[config.mk]
export PLATFORM = sky130hd
export DESIGN_NAME = hcbp_ctrl
export DESIGN_NICKNAME = d
export VERILOG_FILES = /design/src/rtl/core/hcbp_pkg.sv /design/src/rtl/core/hcbp_ctrl.sv
export VERILOG_INCLUDE_DIRS = /design/src /design/src/rtl/core
export SDC_FILE = /design/constraint.sdc
export NUM_CORES = 1
export LEC_CHECK = 0
export BUFFER_PORTS_ARGS = -buffer_cell sky130_fd_sc_hd__buf_2
export CAP_MARGIN = 20
export CORE_AREA = 2 2 39 41
export CTS_BUF_LIST = sky130_fd_sc_hd__clkbuf_8 sky130_fd_sc_hd__clkbuf_16
export DETAILED_ROUTE_END_ITERATION = 12
export DIE_AREA = 0 0 41 43
export GPL_TIMING_DRIVEN = 0
export PLACE_DENSITY_LB_ADDON = 0.1
export SLEW_MARGIN = 5
export SYNTH_ARGS = -nofsm -noshare
export SYNTH_HDL_FRONTEND = slang
export SYNTH_SLANG_ARGS = --single-unit
[constraint.sdc]
create_clock -name clk -period 2 [get_ports clk]
set_clock_uncertainty 0.05 [all_clocks]
set_input_delay 0.1 -clock clk [delete_from_list [all_inputs] [get_ports clk]]
set_output_delay 0.1 -clock clk [all_outputs]
set_load 0.005 [all_outputs]
[src/rtl/core/assert_macros.svh]
// Assertion macros shared by the bit packer modules.
// Each macro expects signals named clk and rst in the module that uses it.
`ifndef ASSERT_MACROS_SVH
`define ASSERT_MACROS_SVH

// The consequent must hold in the same cycle as the antecedent.
`define HCBP_ASSERT_IMPL(lbl, ante, cons, msg) \
  lbl: assert property (@(posedge clk) disable iff (rst) (ante) |-> (cons)) \
    else $error(msg);

// The consequent must hold in the cycle after the antecedent.
`define HCBP_ASSERT_NEXT(lbl, ante, cons, msg) \
  lbl: assert property (@(posedge clk) disable iff (rst) (ante) |=> (cons)) \
    else $error(msg);

`endif

[src/rtl/core/hcbp_pkg.sv]
// Package for the Huffman code bit packer: item kinds, controller states,
// command and status structs and fixed widths. No dependencies.
package hcbp_pkg;

  // Fixed field widths
  localparam int unsigned BYTE_W  = 8;
  localparam int unsigned CODE_W  = 32;
  localparam int unsigned LEN_W   = 6;
  localparam int unsigned TOTAL_W = 32;
  // Accumulator: up to seven pending bits plus one full code
  localparam int unsigned ACC_W   = 40;
  localparam int unsigned FILL_W  = 6;

  // Kind of an input item, carried in tuser
  typedef enum logic [1:0] {
    KIND_LOAD   = 2'd0,
    KIND_ENCODE = 2'd1,
    KIND_FINISH = 2'd2
  } kind_t;

  // Controller states
  typedef enum logic [2:0] {
    ST_IDLE,
    ST_MERGE,
    ST_EMIT,
    ST_FLUSH_BYTE,
    ST_FLUSH_COUNT
  } state_t;

  // Commands from the controller to the datapath
  typedef struct packed {
    logic mem_wr;
    logic mem_rd;
    logic merge;
    logic emit_byte;
    logic byte_last;
    logic emit_count;
  } cmd_t;

  // Status from the datapath to the controller
  typedef struct packed {
    logic cnt_nz;
    logic cnt_ge8;
    logic cnt_ge16;
    logic out_free;
  } status_t;

endpackage

[src/rtl/core/hcbp_ctrl.sv]
// Controller state machine of the Huffman code bit packer: sequences load,
// encode and finish items and issues commands to the datapath. Uses hcbp_pkg.
`include "assert_macros.svh"

module hcbp_ctrl (
  input  logic                clk,
  input  logic                rst,
  input  logic                s_tvalid,
  output logic                s_tready,
  input  logic [1:0]          s_kind,
  input  hcbp_pkg::status_t   sts,
  output hcbp_pkg::cmd_t      cmd
);

  hcbp_pkg::state_t state;
  hcbp_pkg::state_t state_next;
  hcbp_pkg::kind_t  kind;
  logic             accept;

  assign kind   = hcbp_pkg::kind_t'(s_kind);
  assign accept = (state == hcbp_pkg::ST_IDLE) && s_tvalid;

  // State register
  always_ff @(posedge clk) begin
    if (rst) begin
      state <= hcbp_pkg::ST_IDLE;
    end else begin
      state <= state_next;
    end
  end

  // Next state
  always_comb begin
    state_next = state;
    case (state)
      hcbp_pkg::ST_IDLE: begin
        if (s_tvalid) begin
          case (kind)
            hcbp_pkg::KIND_ENCODE: state_next = hcbp_pkg::ST_MERGE;
            hcbp_pkg::KIND_FINISH: state_next = hcbp_pkg::ST_FLUSH_BYTE;
            default:               state_next = hcbp_pkg::ST_IDLE;
          endcase
        end
      end
      hcbp_pkg::ST_MERGE: begin
        state_next = hcbp_pkg::ST_EMIT;
      end
      hcbp_pkg::ST_EMIT: begin
        if (!sts.cnt_ge8) begin
          state_next = hcbp_pkg::ST_IDLE;
        end else if (sts.out_free && !sts.cnt_ge16) begin
          state_next = hcbp_pkg::ST_IDLE;
        end
      end
      hcbp_pkg::ST_FLUSH_BYTE: begin
        if (!sts.cnt_nz || sts.out_free) begin
          state_next = hcbp_pkg::ST_FLUSH_COUNT;
        end
      end
      hcbp_pkg::ST_FLUSH_COUNT: begin
        if (sts.out_free) begin
          state_next = hcbp_pkg::ST_IDLE;
        end
      end
      default: begin
        state_next = hcbp_pkg::ST_IDLE;
      end
    endcase
  end

  // Outputs and datapath commands
  always_comb begin
    s_tready       = (state == hcbp_pkg::ST_IDLE);
    cmd            = '0;
    cmd.mem_wr     = accept && (kind == hcbp_pkg::KIND_LOAD);
    cmd.mem_rd     = accept && (kind == hcbp_pkg::KIND_ENCODE);
    case (state)
      hcbp_pkg::ST_MERGE: begin
        cmd.merge = 1'b1;
      end
      hcbp_pkg::ST_EMIT: begin
        cmd.emit_byte = sts.cnt_ge8 && sts.out_free;
        cmd.byte_last = !sts.cnt_ge16;
      end
      hcbp_pkg::ST_FLUSH_BYTE: begin
        cmd.emit_byte = sts.cnt_nz && sts.out_free;
        cmd.byte_last = 1'b0;
      end
      hcbp_pkg::ST_FLUSH_COUNT: begin
        cmd.emit_count = sts.out_free;
      end
      default: begin
        cmd.merge = 1'b0;
      end
    endcase
  end

  // A full byte never waits in the buffer while the block is idle.
  `HCBP_ASSERT_IMPL(a_idle_no_full_byte, state == hcbp_pkg::ST_IDLE, !sts.cnt_ge8,
    "full byte left pending in idle")
  // A finish leaves the buffer empty and the block idle.
  `HCBP_ASSERT_NEXT(a_finish_clears, cmd.emit_count,
    state == hcbp_pkg::ST_IDLE && !sts.cnt_nz, "finish did not clear the buffer")
  // A table read is only issued for an encode item being taken.
  `HCBP_ASSERT_NEXT(a_read_then_merge, cmd.mem_rd, state == hcbp_pkg::ST_MERGE,
    "table read not followed by merge")

endmodule

==> run metrics, run 1 <==
CTS tree=done; hold-critical path depth=2; vias in the first global route=263; layout cells sized above 1=0.4286; H-tree depth=1; r2r endpoint=state[1]; gpl congestion=0.7437; ys async rst share=0; most instantiated cells after synthesis=3 x and3_1, 3 x dfxtp_1, 3 x ha_1; initial antenna violation count=0; Max Fclk=713.0 MHz; largest cells by area after synthesis=dfxtp_1 22%, ha_1 14%, and3_1 7.0%; floorplan row count=14; CTS Buf Count=3; Tot GR Track Use=0.08008; Ports=16; crit start category=register; sequential area share after synthesis=0.2233; Die Area=1763 um2; Initial Util=0.1944; global route total overflow=0; Worst Path Max Fanout=9; status=finished clean; # DRC=0; Fillers=156; placed insts=61; Worst-Skew Late Latency=0.21 ns; Reg with most FFs=state; Power, Total=0.2852 mW; Final Cycle Share=0.7012; post-CTS setup buffers=0; HP Class=input pin to register; fin crit period=1.402 ns; Synth Flop Type=dfxtp_1; Crit Path Category=register to primary output; Post-Route WL=614 um; first-pass GRT wire length=1.000 mm; Hold Crit Endpoint=state[1]; drt pass-1 iters=2; vias per inst=4.369; Clock Path Buffers=2; synth unique cells=21; largest net degree at the start of global routing=10; setup_tns=0 ns; Post-synth EDFFs=0; port bufs=15; Crit path arrival time=1.25 ns; mean routed wirelength per cell=9.446 um; leakage power=0.2108 nW; clk root buf=clkbuf_8; r2r setup slk=0.75 ns; Yosys top cell area share=0.2233; # nets final=62; Worst Hold Launch=rst; worst hold margin=0.03233 ns; Yosys warnings=0; worst-margin pin slew=0.3706 ns; Pins Over Slew Limit=0; syn nets=42; First DRT Iteration DRCs=3; largest registers=state: 3 flops; Clock transition at path regs=0.03 ns; area delta synth->final=52.09%; Syn Inst Count=30; RSZ-0062 raised after global routing=false; crit end category=primary output; Post-Syn Area=269.0 um2; Clock Sinks=3; Worst VDD drop=0.2025 mV; max-cap viol count=0; worst r2r path cells=4; Die Ht=43 um; Synth Register Bits=3; Die Width=41 um; Final Hold Fails=0; total number of vias=284; Non-Filler Instances=65; data required time of the worst path=1.85 ns; post-synth top area cell=dfxtp_1; post-route antenna net violation count=0; Slew HR=0.7529; Syn Area/Cell=8.967 um2; Resize count post-CTS=0; # diodes=0; hold buffer count at CTS=0; Reg2Reg Launch Point=state[0]; endpoints failing setup=0; Core Region=1384 um2; Finished Core Util=0.2957; Pwr Density=697.2 nW/um2; Largest register FFs=3
per-stage QoR:
step	setup slack (ns)	area, um2
2_1_floorplan	0.7872	269.0
3_3_place_gp	0.7266	364.1
3_5_place_dp	0.7310	364.1
4_1_cts	0.5666	409.1
5_1_grt	0.4716	409.1
6_report	0.5975	409.1
cells in the final DEF, fill, tap and decap left out, drive strengths merged, types with 2 or more instances in the layout:
cell / n
buf: 16
clkbuf: 4
and3: 3
inv: 3
nand2: 2
dfxtp: 3
ha: 3
nor3: 2
worst max-delay path, cell delays in order (launching register included):
cell	delay, ns
dfxtp_1	0.28
clkbuf_1	0.19
nor3_1	0.28
and3_1	0.18
buf_2	0.10
layer usage:
layer  part of all wire  GRT usage  vias to the layer above
li1                   -          -                      153
met1               0.45     0.1083                      120
met2               0.47     0.1156                       11
met3              0.075    0.01571                        0
met4                  0    0.04000                        0
met5                  0          0                        -
how the worst max path moves through the flow:
| stage | from | to | slack, ns | cells after the start |
|---|---|---|---|---|
| 3_5_place_dp | state[0] | state[1] | 0.73 | 4 |
| 2_1_floorplan | state[0] | state[1] | 0.79 | 4 |
| 6_report | state[2] | cmd[5] | 0.60 | 4 |
| 3_3_place_gp | state[0] | state[1] | 0.73 | 4 |
| 5_1_grt | state[2] | cmd[5] | 0.47 | 4 |
| 4_1_cts | state[2] | cmd[5] | 0.57 | 4 |
power breakdown:
part | switching [mW] | internal (mW)
registers | 0.00421 | 0.0638
logic | 0.0237 | 0.0263
clock network | 0.0369 | 0.130
layout make-up:
class                      instances  area (um2)  area share
timing repair buffer              15       75.07      0.1835
sequential                         3       60.06      0.1468
clock inverter                     1       3.754    0.009174
buffer                             2       15.01     0.03670
clock buffer                       3       41.29      0.1009
inverter                           2       7.507     0.01835
multi-input combinational         23       186.4      0.4557
tap                               16       20.02     0.04893
kinds of logic (layout without fill, tap and decap cells):
kind of cell	after synthesis	count (layout)	share of synthesized area
adders and majority gates	3	3	0.1395
buffers and inverters	4	23	0.08371
AOI/OAI and AO/OA	4	4	0.1395
muxes	1	1	0.03721
and+or+nand+nor	15	15	0.3768
DFF	3	3	0.2233
Power figures use the tool's default switching activity.
==> run 2: changes to the inputs <==
==> constraint.sdc (replaced) <==
create_clock -name clk -period 1.3 [get_ports clk]
set_clock_uncertainty 0.05 [all_clocks]
set_input_delay 0.065 -clock clk [delete_from_list [all_inputs] [get_ports clk]]
set_output_delay 0.065 -clock clk [all_outputs]
set_load 0.005 [all_outputs]
==> run 2 against run 1 <==
Worst setup slack worse by 0.57 ns. Final cell count increased by 1.5%. Via count increased by 1.4%. Design area rose by 8.0%. Total power increased by 57%. Count of clock-buffer cells in the layout unchanged. Critical path depth is 1 lower. Register-to-register slack got worse by 0.67 ns. Non-clock buffer count increased by 1. Core utilization grew 2.4 points. Hold slack gained 0.072 ns. Sequential power increased by 60%. Critical path type unchanged.
==> run metrics, run 2 (same netlist as run 1, synthesis figures left out) <==
Core Region=1384 um2; H-tree depth=1; # diodes=0; area delta synth->final=64.19%; status=finished clean; data required time of the worst path=1.19 ns; clk root buf=clkbuf_8; total number of vias=288; placed insts=61; Tot GR Track Use=0.08809; Max Fclk=785.6 MHz; Post-Route WL=641 um; vias per inst=4.364; fin worst setup slack=0.02702 ns; # DRC=0; global route total overflow=0; most frequent cells in the layout=15 x buf_2, 3 x inv_1, 3 x and3_1, 3 x ha_1, 3 x clkbuf_8; largest net degree at the start of global routing=10; Final Cycle Share=0.9792; Ports=16; drt pass-1 iters=2; CP delay by family, top=flip-flops; port bufs=15; leakage power=0.2245 nW; Worst path slowest cell=dfxtp_4; setup_tns=0 ns; crit start category=register; Pins Over Slew Limit=0; critical path, cell by cell=mux2i_2 > and4bb_2 > buf_2; Clock Path Buffers=2; Initial Util=0.1944; Worst VDD drop=0.3336 mV; Slew HR=0.8135; gpl congestion=0.7437; Die Area=1763 um2; worst slack, placed=0.03103 ns; CP peak stage delay=0.36 ns; max-cap viol count=0; RSZ-0062 raised after global routing=true; Worst Path Max Fanout=5; Power, Total=0.4479 mW; layout cells sized above 1=0.5600; mean routed wirelength per cell=9.712 um; Crit path arrival time=1.16 ns; Crit Path Category=register to primary output; CTS Buf Count=3; Clock transition at path regs=0.03 ns; Final Hold Fails=0; post-route antenna net violation count=0; Die Ht=43 um; Non-Filler Instances=66; buffers plus inverters on the worst setup path=1; initial antenna violation count=0; fin crit period=1.273 ns; endpoints failing setup=0; Worst-Skew Late Latency=0.21 ns; # nets final=63; crit end category=primary output; first-pass GRT wire length=1.090 mm; worst-margin pin slew=0.2794 ns; Reg with most FFs=state; Clock Sinks=3; Die Width=41 um; commonest non-fill, non-tap cell in the layout=buf_2; HP Class=input pin to register; First DRT Iteration DRCs=1; Largest register FFs=3; CTS tree=done; Pwr Density=1014 nW/um2; largest registers=state: 3 flops; floorplan row count=14; vias in the first global route=281
==> run 2: changes by cell type in the layout (fill, tap and decap cells not counted), sizes merged <==
cell and change:
buf +1, dlygate4sd3 +1, clkbuf -1
==> run 2: per-layer routing <==
layer,GRT usage,wire length (um),up-vias,part of all wire
met2,0.1250,287,11,0.45
li1,-,-,154,-
met4,0.04000,0,0,0
met3,0.01571,46,0,0.072
met5,0,0,-,0
met1,0.1242,307,123,0.48
==> run 2: through the flow <==
stage / utilization / cell area, um2 / hold slack (ns)
global placement: 0.2631 / 364.1 / 0.2223
detailed placement: 0.2631 / 364.1 / 0.2207
finish: 0.3192 / 441.7 / 0.1039
floorplan: - / 269.0 / 0.08386
CTS: 0.3201 / 442.9 / 0.1037
global route: 0.3192 / 441.7 / 0.1324
==> run 2: final timing paths <==
kind              startpoint  endpoint  slack [ns]  cells past startpoint
hold reg to reg     state[2]  state[1]        0.48                      1
setup / recovery    state[0]    cmd[2]        0.03                      3
hold / removal      s_tvalid  state[1]        0.10                      3
setup reg to reg    state[0]  state[1]        0.08                      3
==> run 2: area by class of cell <==
class / count / area, um2
flip-flops and latches: 3 / 65.06
repair buffers: 18 / 100.1
clock inverters: 1 / 3.754
inverters: 2 / 7.507
well taps: 16 / 20.02
multi-input cells: 23 / 203.9
fillers: 147 / 942.2
clock buffers: 3 / 41.29
==> run 2: repair_timing <==
item,CTS,global route
buffers inserted,2,0
hold buffers,1,0
endpoints found under the setup margin,5,7
gates resized for setup,3,4
pin swaps,1,0
endpoints found under the hold margin,1,0
==> run 2: worst register-to-register path, cell delays in order (launching register included) <==
cell       delay (ns)
dfxtp_4          0.35
mux2i_2          0.15
o221a_1          0.25
a2111oi_2        0.31
==> run 2: where the power goes <==
part           switching, mW  internal [mW]
Combinational         0.0363         0.0475
Clock                 0.0552          0.200
Sequential            0.0109         0.0976
==> run 3: changes to the inputs <==
==> constraint.sdc (replaced) <==
create_clock -name clk -period 1.14 [get_ports clk]
set_clock_uncertainty 0.05 [all_clocks]
set_input_delay 0.057 -clock clk [delete_from_list [all_inputs] [get_ports clk]]
set_output_delay 0.057 -clock clk [all_outputs]
set_load 0.005 [all_outputs]
==> run 3 against run 2 <==
The flow now finishes with violations (setup timing). Die area unchanged. Count of clock-buffer cells in the layout unchanged. Total power up 19%. Design area up 2.8%. Combinational power up 22%. Global-route usage up 2.1 points. Final cell count up 1.5%. Register-to-register slack worse by 0.19 ns. Critical path type unchanged. Highest routed layer is now met4.
==> run metrics, run 3 (same netlist as run 1, synthesis figures left out) <==
status=complete, but fails checks; failing checks=setup timing; commonest non-fill, non-tap cell in the layout=buf_2; Clock Sinks=3; Clock transition at path regs=0.03 ns; total number of vias=313; GR Util met3=0.01571; Pwr Density=1170 nW/um2; fin worst setup slack=-0.1403 ns; met2 usage in global routing=0.1438; port bufs=15; Final Hold Fails=0; hold-critical path depth=3; drt pass-1 iters=2; worst r2r path cells=4; Worst path slowest cell=dfxtp_4; vias per inst=4.672; layout cells sized above 1=0.5882; crit end category=primary output; Largest register FFs=3; Fillers=157; Initial Util=0.1944; Max Fclk=781.0 MHz; setup_tns=-0.5948 ns; Die Area=1763 um2; met1 Use GR=0.1333; busiest layer in global routing=met2; HP Class=input pin to register; Pins Over Slew Limit=0; initial antenna violation count=0; clk root buf=clkbuf_8; vias in the first global route=290; data required time of the worst path=1.03 ns; crit start category=register; largest net degree at the start of global routing=10; Crit Path Category=register to primary output; buffers plus inverters on the worst setup path=1; RSZ-0062 raised after global routing=true; largest registers=state: 3 flops; # diodes=0; Ports=16; CP peak stage delay=0.36 ns; CP startpoint=state[0]; First DRT Iteration DRCs=6; max-cap viol count=0; CP delay by family, top=flip-flops; CTS tree=done; Worst Hold Launch=s_tvalid; Hold Crit Endpoint=state[1]; Worst VDD drop=0.4007 mV; critical path, cell by cell=mux2i_2 > and4bb_2 > buf_2; Reg with most FFs=state; Tot GR Track Use=0.1090; Post-Route WL=771 um; Die Ht=43 um; # nets final=64; Worst Path Max Fanout=4; first-pass GRT wire length=1.207 mm; Finished Core Util=0.3282; Crit path arrival time=1.17 ns; Final Cycle Share=1.123; gpl congestion=0.7539; r2r endpoint=state[1]; floorplan row count=14; endpoints failing setup=6; Slew HR=0.7919; area delta synth->final=68.84%; Reg2Reg Launch Point=state[0]; global route total overflow=0; H-tree depth=1; # DRC=0; mean routed wirelength per cell=11.51 um; Clock Path Buffers=2; Die Width=41 um; Worst-Skew Late Latency=0.22 ns; fin crit period=1.280 ns; dpl hpwl=547.3 um; leakage power=0.2332 nW; worst-margin pin slew=0.3117 ns; Core Region=1384 um2; CTS Buf Count=3; r2r setup slk=-0.11 ns; post-route antenna net violation count=0
run 3: cell types whose count changed in the layout (fill, tap and decap cells not counted), sizes merged:
cell	previous run	this run
buf	17	18
run 3: worst reg2reg max path: cells and delay by family, from the launching register on:
| kind | cells | cell delay [ns] |
|---|---|---|
| muxes | 1 | 0.15 |
| AOI/OAI and AO/OA | 2 | 0.45 |
| buffers and inverters | 1 | 0.13 |
| DFF | 1 | 0.35 |
run 3: worst max path at each step:
stage               endpoint  depth (start not counted)  slack, ns
floorplan           state[1]                          4       0.03
global placement    state[1]                          4      -0.03
detailed placement  state[1]                          4      -0.05
CTS                   cmd[2]                          4      -0.19
global route        state[1]                          4      -0.18
finish                cmd[2]                          3      -0.14
run 3: repair_timing:
action,4_1_cts,5_1_grt
cloned,0,0
resized for setup,3,5
endpoints found under the hold margin,3,0
setup buffers,3,0
pin swaps,2,0
hold buffers,1,0
setup endpoints to repair,8,9
run 3: layer usage:
layer  share of wire  vias up
met5               0        -
met1            0.40      141
met2            0.47       14
met3           0.080        3
li1                -      155
met4           0.040        0
run 3: cell type report:
cell class | instances | area [um2] | share of cell area
Multi-Input combinational cell | 23 | 209.0 | 0.4601
Timing Repair Buffer | 19 | 107.6 | 0.2369
Sequential cell | 3 | 65.06 | 0.1433
Clock buffer | 3 | 41.29 | 0.09091
Tap cell | 16 | 20.02 | 0.04408
Inverter | 2 | 7.507 | 0.01653
Clock inverter | 1 | 3.754 | 0.008264
run 3: power breakdown:
part | internal, mW | switching, mW | total (mW)
registers | 0.111 | 0.0134 | 0.125
logic | 0.0584 | 0.0440 | 0.102
clock network | 0.230 | 0.0749 | 0.304
total | 0.399 | 0.132 | 0.531
run 3: metrics by stage:
step / worst slack [ns] / cells / hold slack, ns / power, mW / area, um2
after floorplan: 0.03148 / 30 / 0.07607 / 0.1688 / 269.0
after global placement: -0.02909 / 61 / 0.2162 / 0.2095 / 364.1
after detailed placement: -0.04541 / 61 / 0.2137 / 0.2129 / 364.1
after CTS: -0.1852 / 68 / 0.1065 / 0.5410 / 450.4
after global routing: -0.1795 / 67 / 0.1244 / 0.5657 / 454.2
final: -0.1403 / 67 / 0.09743 / 0.5315 / 454.2
